===== src/sv/ecpb_pkg.sv =====
// shared types and constants of the exact color palette builder
package ecpb_pkg;

  localparam int unsigned COMP_W  = 8;
  localparam int unsigned COLOR_W = 3 * COMP_W;
  localparam int unsigned IDX_W   = 6;
  localparam int unsigned CNT_W   = 24;

  localparam logic [CNT_W-1:0] CNT_MAX = {CNT_W{1'b1}};

  localparam logic KIND_PIXEL = 1'b0;
  localparam logic KIND_DUMP  = 1'b1;

  typedef struct packed {
    logic [COMP_W-1:0] color_r;
    logic [COMP_W-1:0] color_g;
    logic [COMP_W-1:0] color_b;
    logic              end_of_image;
  } pixel_t;

  typedef struct packed {
    logic              result_kind;
    logic [IDX_W-1:0]  palette_index;
    logic              is_new;
    logic [CNT_W-1:0]  pixel_position;
    logic [COMP_W-1:0] entry_red;
    logic [COMP_W-1:0] entry_green;
    logic [COMP_W-1:0] entry_blue;
    logic [CNT_W-1:0]  pixel_count;
    logic              overflow;
    logic              last;
  } result_t;

  typedef struct packed {
    logic active;
    logic append;
    logic incr;
    logic shift;
  } cell_ctrl_t;

endpackage


===== src/sv/ecpb_cell.sv =====
// one palette entry cell: color, count, exact match and shift toward cell zero
module ecpb_cell (
  input  logic                         clk_i,
  input  ecpb_pkg::cell_ctrl_t         ctrl_i,
  input  logic [ecpb_pkg::COLOR_W-1:0] pix_color_i,
  input  logic [ecpb_pkg::COLOR_W-1:0] next_color_i,
  input  logic [ecpb_pkg::CNT_W-1:0]   next_count_i,
  output logic [ecpb_pkg::COLOR_W-1:0] color_o,
  output logic [ecpb_pkg::CNT_W-1:0]   count_o,
  output logic                         hit_o
);

  logic [ecpb_pkg::COLOR_W-1:0] color_q, color_d;
  logic [ecpb_pkg::CNT_W-1:0]   count_q, count_d;

  assign hit_o = ctrl_i.active && (color_q == pix_color_i);

  always_comb begin
    color_d = color_q;
    count_d = count_q;
    priority if (ctrl_i.shift) begin
      color_d = next_color_i;
      count_d = next_count_i;
    end else if (ctrl_i.append) begin
      color_d = pix_color_i;
      count_d = ecpb_pkg::CNT_W'(1);
    end else if (ctrl_i.incr && count_q != ecpb_pkg::CNT_MAX) begin
      count_d = count_q + ecpb_pkg::CNT_W'(1);
    end else begin
      count_d = count_q;
    end
  end

  always_ff @(posedge clk_i) begin
    color_q <= color_d;
    count_q <= count_d;
  end

  assign color_o = color_q;
  assign count_o = count_q;

endmodule


===== src/sv/exact_color_palette_builder_top.sv =====
// top level of the exact color palette builder: cell chain, control and result register
// Every occupied entry cell compares its color with an accepted pixel
// at once, and the hit or appended entry is updated at the same edge, so pixels flow at one per
// cycle while the result register drains. A pixel marked end_of_image is followed by one dump
// result per occupied entry, one per cycle while the output is not stalled, as the cell chain
// shifts toward cell zero, and input is stalled during the dump. No clearing pass.
module exact_color_palette_builder_top #(
  parameter int unsigned PALETTE_ENTRIES = 32
) (
  input  logic              clk_i,
  input  logic              rst_ni,
  input  logic              in_valid_i,
  output logic              in_stall_o,
  input  ecpb_pkg::pixel_t  in_data_i,
  output logic              out_valid_o,
  input  logic              out_stall_i,
  output ecpb_pkg::result_t out_data_o
);

  localparam int unsigned IW = ecpb_pkg::IDX_W;
  localparam int unsigned CW = ecpb_pkg::CNT_W;
  localparam logic [IW-1:0] NUM_ENTRIES = IW'(PALETTE_ENTRIES);

  logic [IW-1:0] used_q, used_d;
  logic [CW-1:0] pos_q, pos_d;
  logic          ovf_q, ovf_d;
  logic          dumping_q, dumping_d;
  logic [IW-1:0] dump_idx_q, dump_idx_d;
  logic          out_valid_q, out_valid_d;
  ecpb_pkg::result_t out_q, out_d;

  ecpb_pkg::cell_ctrl_t            ctrl    [PALETTE_ENTRIES];
  logic [ecpb_pkg::COLOR_W-1:0]    colors  [PALETTE_ENTRIES];
  logic [CW-1:0]                   counts  [PALETTE_ENTRIES];
  logic [PALETTE_ENTRIES-1:0]      hits;

  logic [ecpb_pkg::COLOR_W-1:0] pix_color;
  logic          out_free, accept, dump_fire, dump_last;
  logic          hit_any, room, do_append;
  logic [IW-1:0] hit_idx;

  assign pix_color = {in_data_i.color_r, in_data_i.color_g, in_data_i.color_b};
  assign out_free  = !out_valid_q || !out_stall_i;
  assign in_stall_o = dumping_q || !out_free;
  assign accept    = in_valid_i && !in_stall_o;
  assign dump_fire = dumping_q && out_free;
  assign dump_last = (dump_idx_q + IW'(1)) == used_q;

  assign hit_any   = |hits;
  assign room      = used_q < NUM_ENTRIES;
  assign do_append = accept && !hit_any && room;

  always_comb begin
    hit_idx = '0;
    for (int i = 0; i < PALETTE_ENTRIES; i++) begin
      if (hits[i]) begin
        hit_idx = hit_idx | IW'(i);
      end
    end
  end

  for (genvar g = 0; g < PALETTE_ENTRIES; g++) begin : g_cell
    logic [ecpb_pkg::COLOR_W-1:0] nxt_color;
    logic [CW-1:0]                nxt_count;

    if (g < PALETTE_ENTRIES - 1) begin : g_mid
      assign nxt_color = colors[g+1];
      assign nxt_count = counts[g+1];
    end else begin : g_end
      assign nxt_color = colors[g];
      assign nxt_count = counts[g];
    end

    assign ctrl[g].active = IW'(g) < used_q;
    assign ctrl[g].append = do_append && (used_q == IW'(g));
    assign ctrl[g].incr   = accept && hits[g];
    assign ctrl[g].shift  = dump_fire;

    ecpb_cell u_cell (
      .clk_i        (clk_i),
      .ctrl_i       (ctrl[g]),
      .pix_color_i  (pix_color),
      .next_color_i (nxt_color),
      .next_count_i (nxt_count),
      .color_o      (colors[g]),
      .count_o      (counts[g]),
      .hit_o        (hits[g])
    );
  end

  always_comb begin
    used_d      = used_q;
    pos_d       = pos_q;
    ovf_d       = ovf_q;
    dumping_d   = dumping_q;
    dump_idx_d  = dump_idx_q;
    out_valid_d = out_valid_q;
    out_d       = out_q;
    if (accept) begin
      out_valid_d          = 1'b1;
      out_d                = '0;
      out_d.result_kind    = ecpb_pkg::KIND_PIXEL;
      out_d.pixel_position = pos_q;
      out_d.last           = !in_data_i.end_of_image;
      priority if (hit_any) begin
        out_d.palette_index = hit_idx;
      end else if (room) begin
        out_d.palette_index = used_q;
        out_d.is_new        = 1'b1;
        used_d              = used_q + IW'(1);
      end else begin
        out_d.palette_index = NUM_ENTRIES;
        ovf_d               = 1'b1;
      end
      out_d.overflow = ovf_d;
      if (pos_q != ecpb_pkg::CNT_MAX) begin
        pos_d = pos_q + CW'(1);
      end
      if (in_data_i.end_of_image) begin
        dumping_d  = 1'b1;
        dump_idx_d = '0;
      end
    end else if (dump_fire) begin
      out_valid_d         = 1'b1;
      out_d               = '0;
      out_d.result_kind   = ecpb_pkg::KIND_DUMP;
      out_d.palette_index = dump_idx_q;
      out_d.entry_red     = colors[0][23:16];
      out_d.entry_green   = colors[0][15:8];
      out_d.entry_blue    = colors[0][7:0];
      out_d.pixel_count   = counts[0];
      out_d.overflow      = ovf_q;
      out_d.last          = dump_last;
      dump_idx_d          = dump_idx_q + IW'(1);
      if (dump_last) begin
        dumping_d  = 1'b0;
        dump_idx_d = '0;
        used_d     = '0;
        pos_d      = '0;
        ovf_d      = 1'b0;
      end
    end else if (!out_stall_i) begin
      out_valid_d = 1'b0;
    end
  end

  always_ff @(posedge clk_i or negedge rst_ni) begin
    if (!rst_ni) begin
      used_q      <= '0;
      pos_q       <= '0;
      ovf_q       <= 1'b0;
      dumping_q   <= 1'b0;
      dump_idx_q  <= '0;
      out_valid_q <= 1'b0;
    end else begin
      used_q      <= used_d;
      pos_q       <= pos_d;
      ovf_q       <= ovf_d;
      dumping_q   <= dumping_d;
      dump_idx_q  <= dump_idx_d;
      out_valid_q <= out_valid_d;
    end
  end

  always_ff @(posedge clk_i) begin
    out_q <= out_d;
  end

  assign out_valid_o = out_valid_q;
  assign out_data_o  = out_q;

  a_used_bound: assert property (@(posedge clk_i) disable iff (!rst_ni)
    used_q <= NUM_ENTRIES)
    else $error("palette fill beyond its size");

  a_single_hit: assert property (@(posedge clk_i) disable iff (!rst_ni)
    !dumping_q |-> $onehot0(hits))
    else $error("color matched in more than one entry");

  a_eoi_dump: assert property (@(posedge clk_i) disable iff (!rst_ni)
    (accept && in_data_i.end_of_image) |=> (dumping_q && used_q != '0))
    else $error("end of image did not start a dump");

  a_dump_clear: assert property (@(posedge clk_i) disable iff (!rst_ni)
    (dump_fire && dump_last) |=> (used_q == '0 && pos_q == '0 && !ovf_q && !dumping_q))
    else $error("palette not cleared after dump");

endmodule

===== config.mk =====
export PLATFORM = sky130hd
export DESIGN_NAME = exact_color_palette_builder_top
export DESIGN_NICKNAME = d
export VERILOG_FILES = /design/src/sv/ecpb_pkg.sv /design/src/sv/ecpb_cell.sv /design/src/sv/exact_color_palette_builder_top.sv
export SDC_FILE = /design/constraint.sdc
export NUM_CORES = 2
export LEC_CHECK = 0
export ABC_AREA = 0
export BUFFER_PORTS_ARGS = -buffer_cell sky130_fd_sc_hd__buf_2
export CAP_MARGIN = 40
export CORE_MARGIN = 2
export CORE_UTILIZATION = 40
export CTS_BUF_LIST = sky130_fd_sc_hd__clkbuf_8
export DETAILED_ROUTE_END_ITERATION = 6
export HOLD_SLACK_MARGIN = 0.02
export RECOVER_POWER = 25
export SLEW_MARGIN = 25
export SYNTH_ARGS = -nofsm -noshare
export SYNTH_HDL_FRONTEND = slang
export SYNTH_SLANG_ARGS = --single-unit

===== constraint.sdc =====
create_clock -name clk_i -period 11.55 [get_ports clk_i]
set_clock_uncertainty 0.2 [all_clocks]
set_input_delay 0 -clock clk_i [delete_from_list [all_inputs] [get_ports clk_i]]
set_output_delay 0 -clock clk_i [all_outputs]
set_load 0.005 [all_outputs]

==> flow_summary.json <==
{
  "status": "finished, violations left",
  "violations": "capacitance limit, slew limit",
  "report.final.setup_viol": 0,
  "grt_pass1_vias": 67700,
  "drt_drc_violations_left": 0,
  "clock_tree_from_tritoncts": "yes",
  "detail_route.first_pass.iterations": 6,
  "netlist_instances": 8999,
  "routed-via-count": 69300,
  "rows": 174,
  "finish.cell_count_without_fillers": 12300,
  "synth_nets": 9066,
  "synth.avg_cell_area_sq_um": 10.1,
  "clock_latency_ns": 1.08,
  "worst-r2r-setup-slack_ns": 2.57,
  "timing.critical_path.slowest_cell_delay_ns": 2.29,
  "min_period_over_period_pct": 77.7,
  "critical-path-top-delay-family": "buffers and inverters",
  "min_period_ns": 8.98,
  "crit_slowest_cell": "clkbuf_1",
  "htree_levels": 5,
  "netlist-cell-type-count": 75,
  "grt_start_max_net_pins": 240,
  "crit_top_cell": "nand2_1",
  "numClockSinks": 1657,
  "source_of_the_worst_hold_timing_path": "in_data_i[21]",
  "drtAntennaViolNets": 0,
  "worstReg2RegStart": "out_valid_o",
  "startpoint_class": "flop",
  "synth-edff-count": 1569,
  "synth-seq-cells": 1657,
  "grt_util_all_layers_pct": 24.3,
  "count_of_synthesis_stage_warnings_from_yosys": 0,
  "leak_pwr_nw": 36.2,
  "clock-root-buffer": "clkbuf_8",
  "critPathMaxFanout": 43,
  "timing.final.max_slew_violations": 1319,
  "post_drt_wl_per_cell_um": 23.4,
  "fin_setup_tns_ns": 0,
  "vias_per_cell": 5.62,
  "finalPower_mw": 20.0,
  "min_delay_worst_endpoint": "g_cell[27].u_cell.color_o[20]",
  "timing.slew.headroom_pct": -126,
  "routed_wirelength_mm": 288,
  "placed_cells": 11700,
  "place_congestion": 0.944,
  "wire_length_of_the_first_global_routing_pass_mm": 428,
  "clk_pin_slew_ns": 0.07,
  "post-route-worst-setup-slack_ns": 2.57,
  "syn_area_sq_mm": 0.0905,
  "design.die.area_sq_mm": 0.230,
  "worstPathCellList": "nand2_1 -> nand2_1 -> clkbuf_1 -> clkbuf_1 -> nand2_1 -> clkbuf_1 -> nand2_1",
  "hold-path-cell-count": 4,
  "yosys_most_used_dff": "edfxtp_1",
  "cts_setup_buffers": 0,
  "ir_worst_vdd_v": 0.000153,
  "crit_arrival_ns": 9.67,
  "die-width_um": 480,
  "number_of_antenna_violations_at_the_first_check_in_global_routing": 14,
  "drt-initial-drc-count": 8049,
  "cap_viol_max_count": 50,
  "maximum_clock_insertion_buffer_count": 4,
  "worstReg2RegEnd": "g_cell[30].u_cell.color_o[15]",
  "hpwlAfterDp_mm": 192,
  "slew_at_the_pin_with_the_worst_max_slew_slack_ns": 3.39,
  "worst_hold_path_type": "in -> reg",
  "ys_top_cells_by_area": "edfxtp_1 52%, nand2_1 8.8%, xnor2_1 7.7%",
  "die_y_um": 480,
  "timing.critical_path.buf_inv": 3,
  "floorplan.core_area_sq_mm": 0.225,
  "largest_area_contributor_in_the_synthesized_netlist": "edfxtp_1",
  "worstSetupEndpointType": "flop",
  "setup.worst_path.class": "reg -> reg",
  "overall_overflow_remaining_after_global_route": 0,
  "post_synth_most_frequent_cells": "2118 x nand2_1, 1569 x edfxtp_1, 935 x nor2_1, 793 x xnor2_1, 683 x xor2_1",
  "numCtsBuffers": 312,
  "synth.most_common_cell": "nand2_1",
  "synth_seq_area_share_pct": 54.2,
  "fraction_of_layout_instances_using_a_drive_strength_above_1_pct": 7.40,
  "area_delta_synth_final_pct": 10.9,
  "grt_setup_unrepaired": "false",
  "hold_viol_final": 0,
  "initial_core_util_pct": 40.3,
  "dpl_worst_slack_ns": 4.95,
  "p_per_area_mw_per_mm2": 199,
  "synthArstFlopShare_pct": 2.35,
  "design.portCount": 113,
  "fmax_ghz": 0.111,
  "total_of_buffers_placed_on_input_and_output_ports": 112,
  "required_ns": 12.24,
  "synthDominantCellAreaShare_pct": 52.0,
  "reg2reg_depth": 7,
  "final_nets": 9165
}
## flip-flops by register name, indices dropped and copies added (netlist names)
name                   cells
used_q                     6
g_cell.u_cell.count_o    768
g_cell.u_cell.color_o    768
pos_q                     24
out_valid_o                1
dump_idx_q                 6
dumping_q                  1
out_data_o                82
ovf_q                      1
## worst min-delay path, cell delays in order
cell,delay [ns]
dlygate4sd3_1,0.52
buf_2,0.29
nand2_1,0.38
nand2_1,0.08
## routing by layer
metal / global-route usage (%) / wire (um)
met5: 0 / 32
met4: 11.0 / 13800
met3: 5.73 / 28200
met2: 37.4 / 127000
met1: 32.6 / 118000
## power by group
part / switching (mW) / internal, mW / leakage [nW] / total [mW]
Combinational: 2.84 / 1.84 / 16.9 / 4.68
Clock: 2.57 / 2.77 / 3.20 / 5.35
Sequential: 1.41 / 8.58 / 16.1 / 9.99
## logic make-up after synthesis
kind of cell | count (synthesis) | share of synthesized area, %
flip-flops | 1657 | 54.2
multiplexers | 12 | 0.133
XOR/XNOR | 1476 | 14.3
AO/OA/AOI/OAI | 1076 | 7.69
AND/OR/NAND/NOR | 4134 | 20.1
buffers and inverters | 606 | 3.08
adder cells (fa/ha/maj) | 38 | 0.525
## layout make-up
type,count,area [sq um]
Fill cell,21300,125000
Sequential cell,1657,49100
Multi-Input combinational cell,6736,39000
Clock buffer,324,4460
Tap cell,2992,3740
Timing Repair Buffer,353,2770
Clock inverter,215,1140
Inverter,38,143
Antenna cell,14,35.0
## cell usage in the layout (no fill, tap or decap), drive strengths merged, types with 5 or more instances in the layout
master | Yosys | layout
clkinv | 1 | 109
nor2b | 30 | 30
dfxtp | 49 | 49
diode | 0 | 14
buf | 191 | 196
bufinv | 0 | 8
o21ai | 132 | 132
edfxtp | 1569 | 1569
a2111oi | 9 | 9
a21o | 6 | 6
a211o | 5 | 5
ha | 38 | 38
inv | 37 | 125
o31ai | 6 | 6
xor2 | 683 | 683
and3 | 202 | 202
and4 | 47 | 47
a21oi | 324 | 324
nor2 | 936 | 936
nand2 | 2119 | 2119
nand4 | 237 | 237
dlygate4sd3 | 0 | 47
or2 | 14 | 14
nor4 | 93 | 93
nand3 | 271 | 271
nand2b | 12 | 12
and2 | 29 | 29
o22ai | 5 | 5
a31oi | 53 | 53
a211oi | 484 | 484
clkbuf | 377 | 433
or3 | 43 | 43
nor3 | 82 | 82
xnor2 | 793 | 793
or4 | 8 | 8
o211a | 9 | 9
mux2i | 12 | 12
dfrtp | 39 | 39
clkinvlp | 0 | 11
a311oi | 14 | 14
## per-stage QoR
stage,instance area [sq um],utilization [%],hold WS [ns]
final,100000,44.6,0.194
after CTS,101000,44.7,0.0789
after global placement,93500,41.6,0.0488
after detailed placement,94400,42.0,-0.148
after global routing,100000,44.6,0.166
after floorplan,90500,-,-0.496
## worst max-delay path by stage
stage | start | end | slack, ns | cells past startpoint
after floorplan | used_q[1] | g_cell[28].u_cell.color_o[0] | 6.43 | 14
after global placement | used_q[1] | g_cell[24].u_cell.color_o[23] | 5.08 | 12
after detailed placement | used_q[1] | g_cell[19].u_cell.color_o[13] | 4.95 | 13
after CTS | used_q[1] | g_cell[19].u_cell.color_o[2] | 4.94 | 13
after global routing | out_valid_o | g_cell[24].u_cell.color_o[23] | 2.46 | 7
final | out_valid_o | g_cell[30].u_cell.color_o[15] | 2.57 | 7
## repair_timing
action	CTS	global route
hold buffers	48	0
resized for setup	0	0
endpoints found under the hold margin	566	0
setup endpoints to repair	0	0
Note: power is estimated with default switching activity, not from simulation.
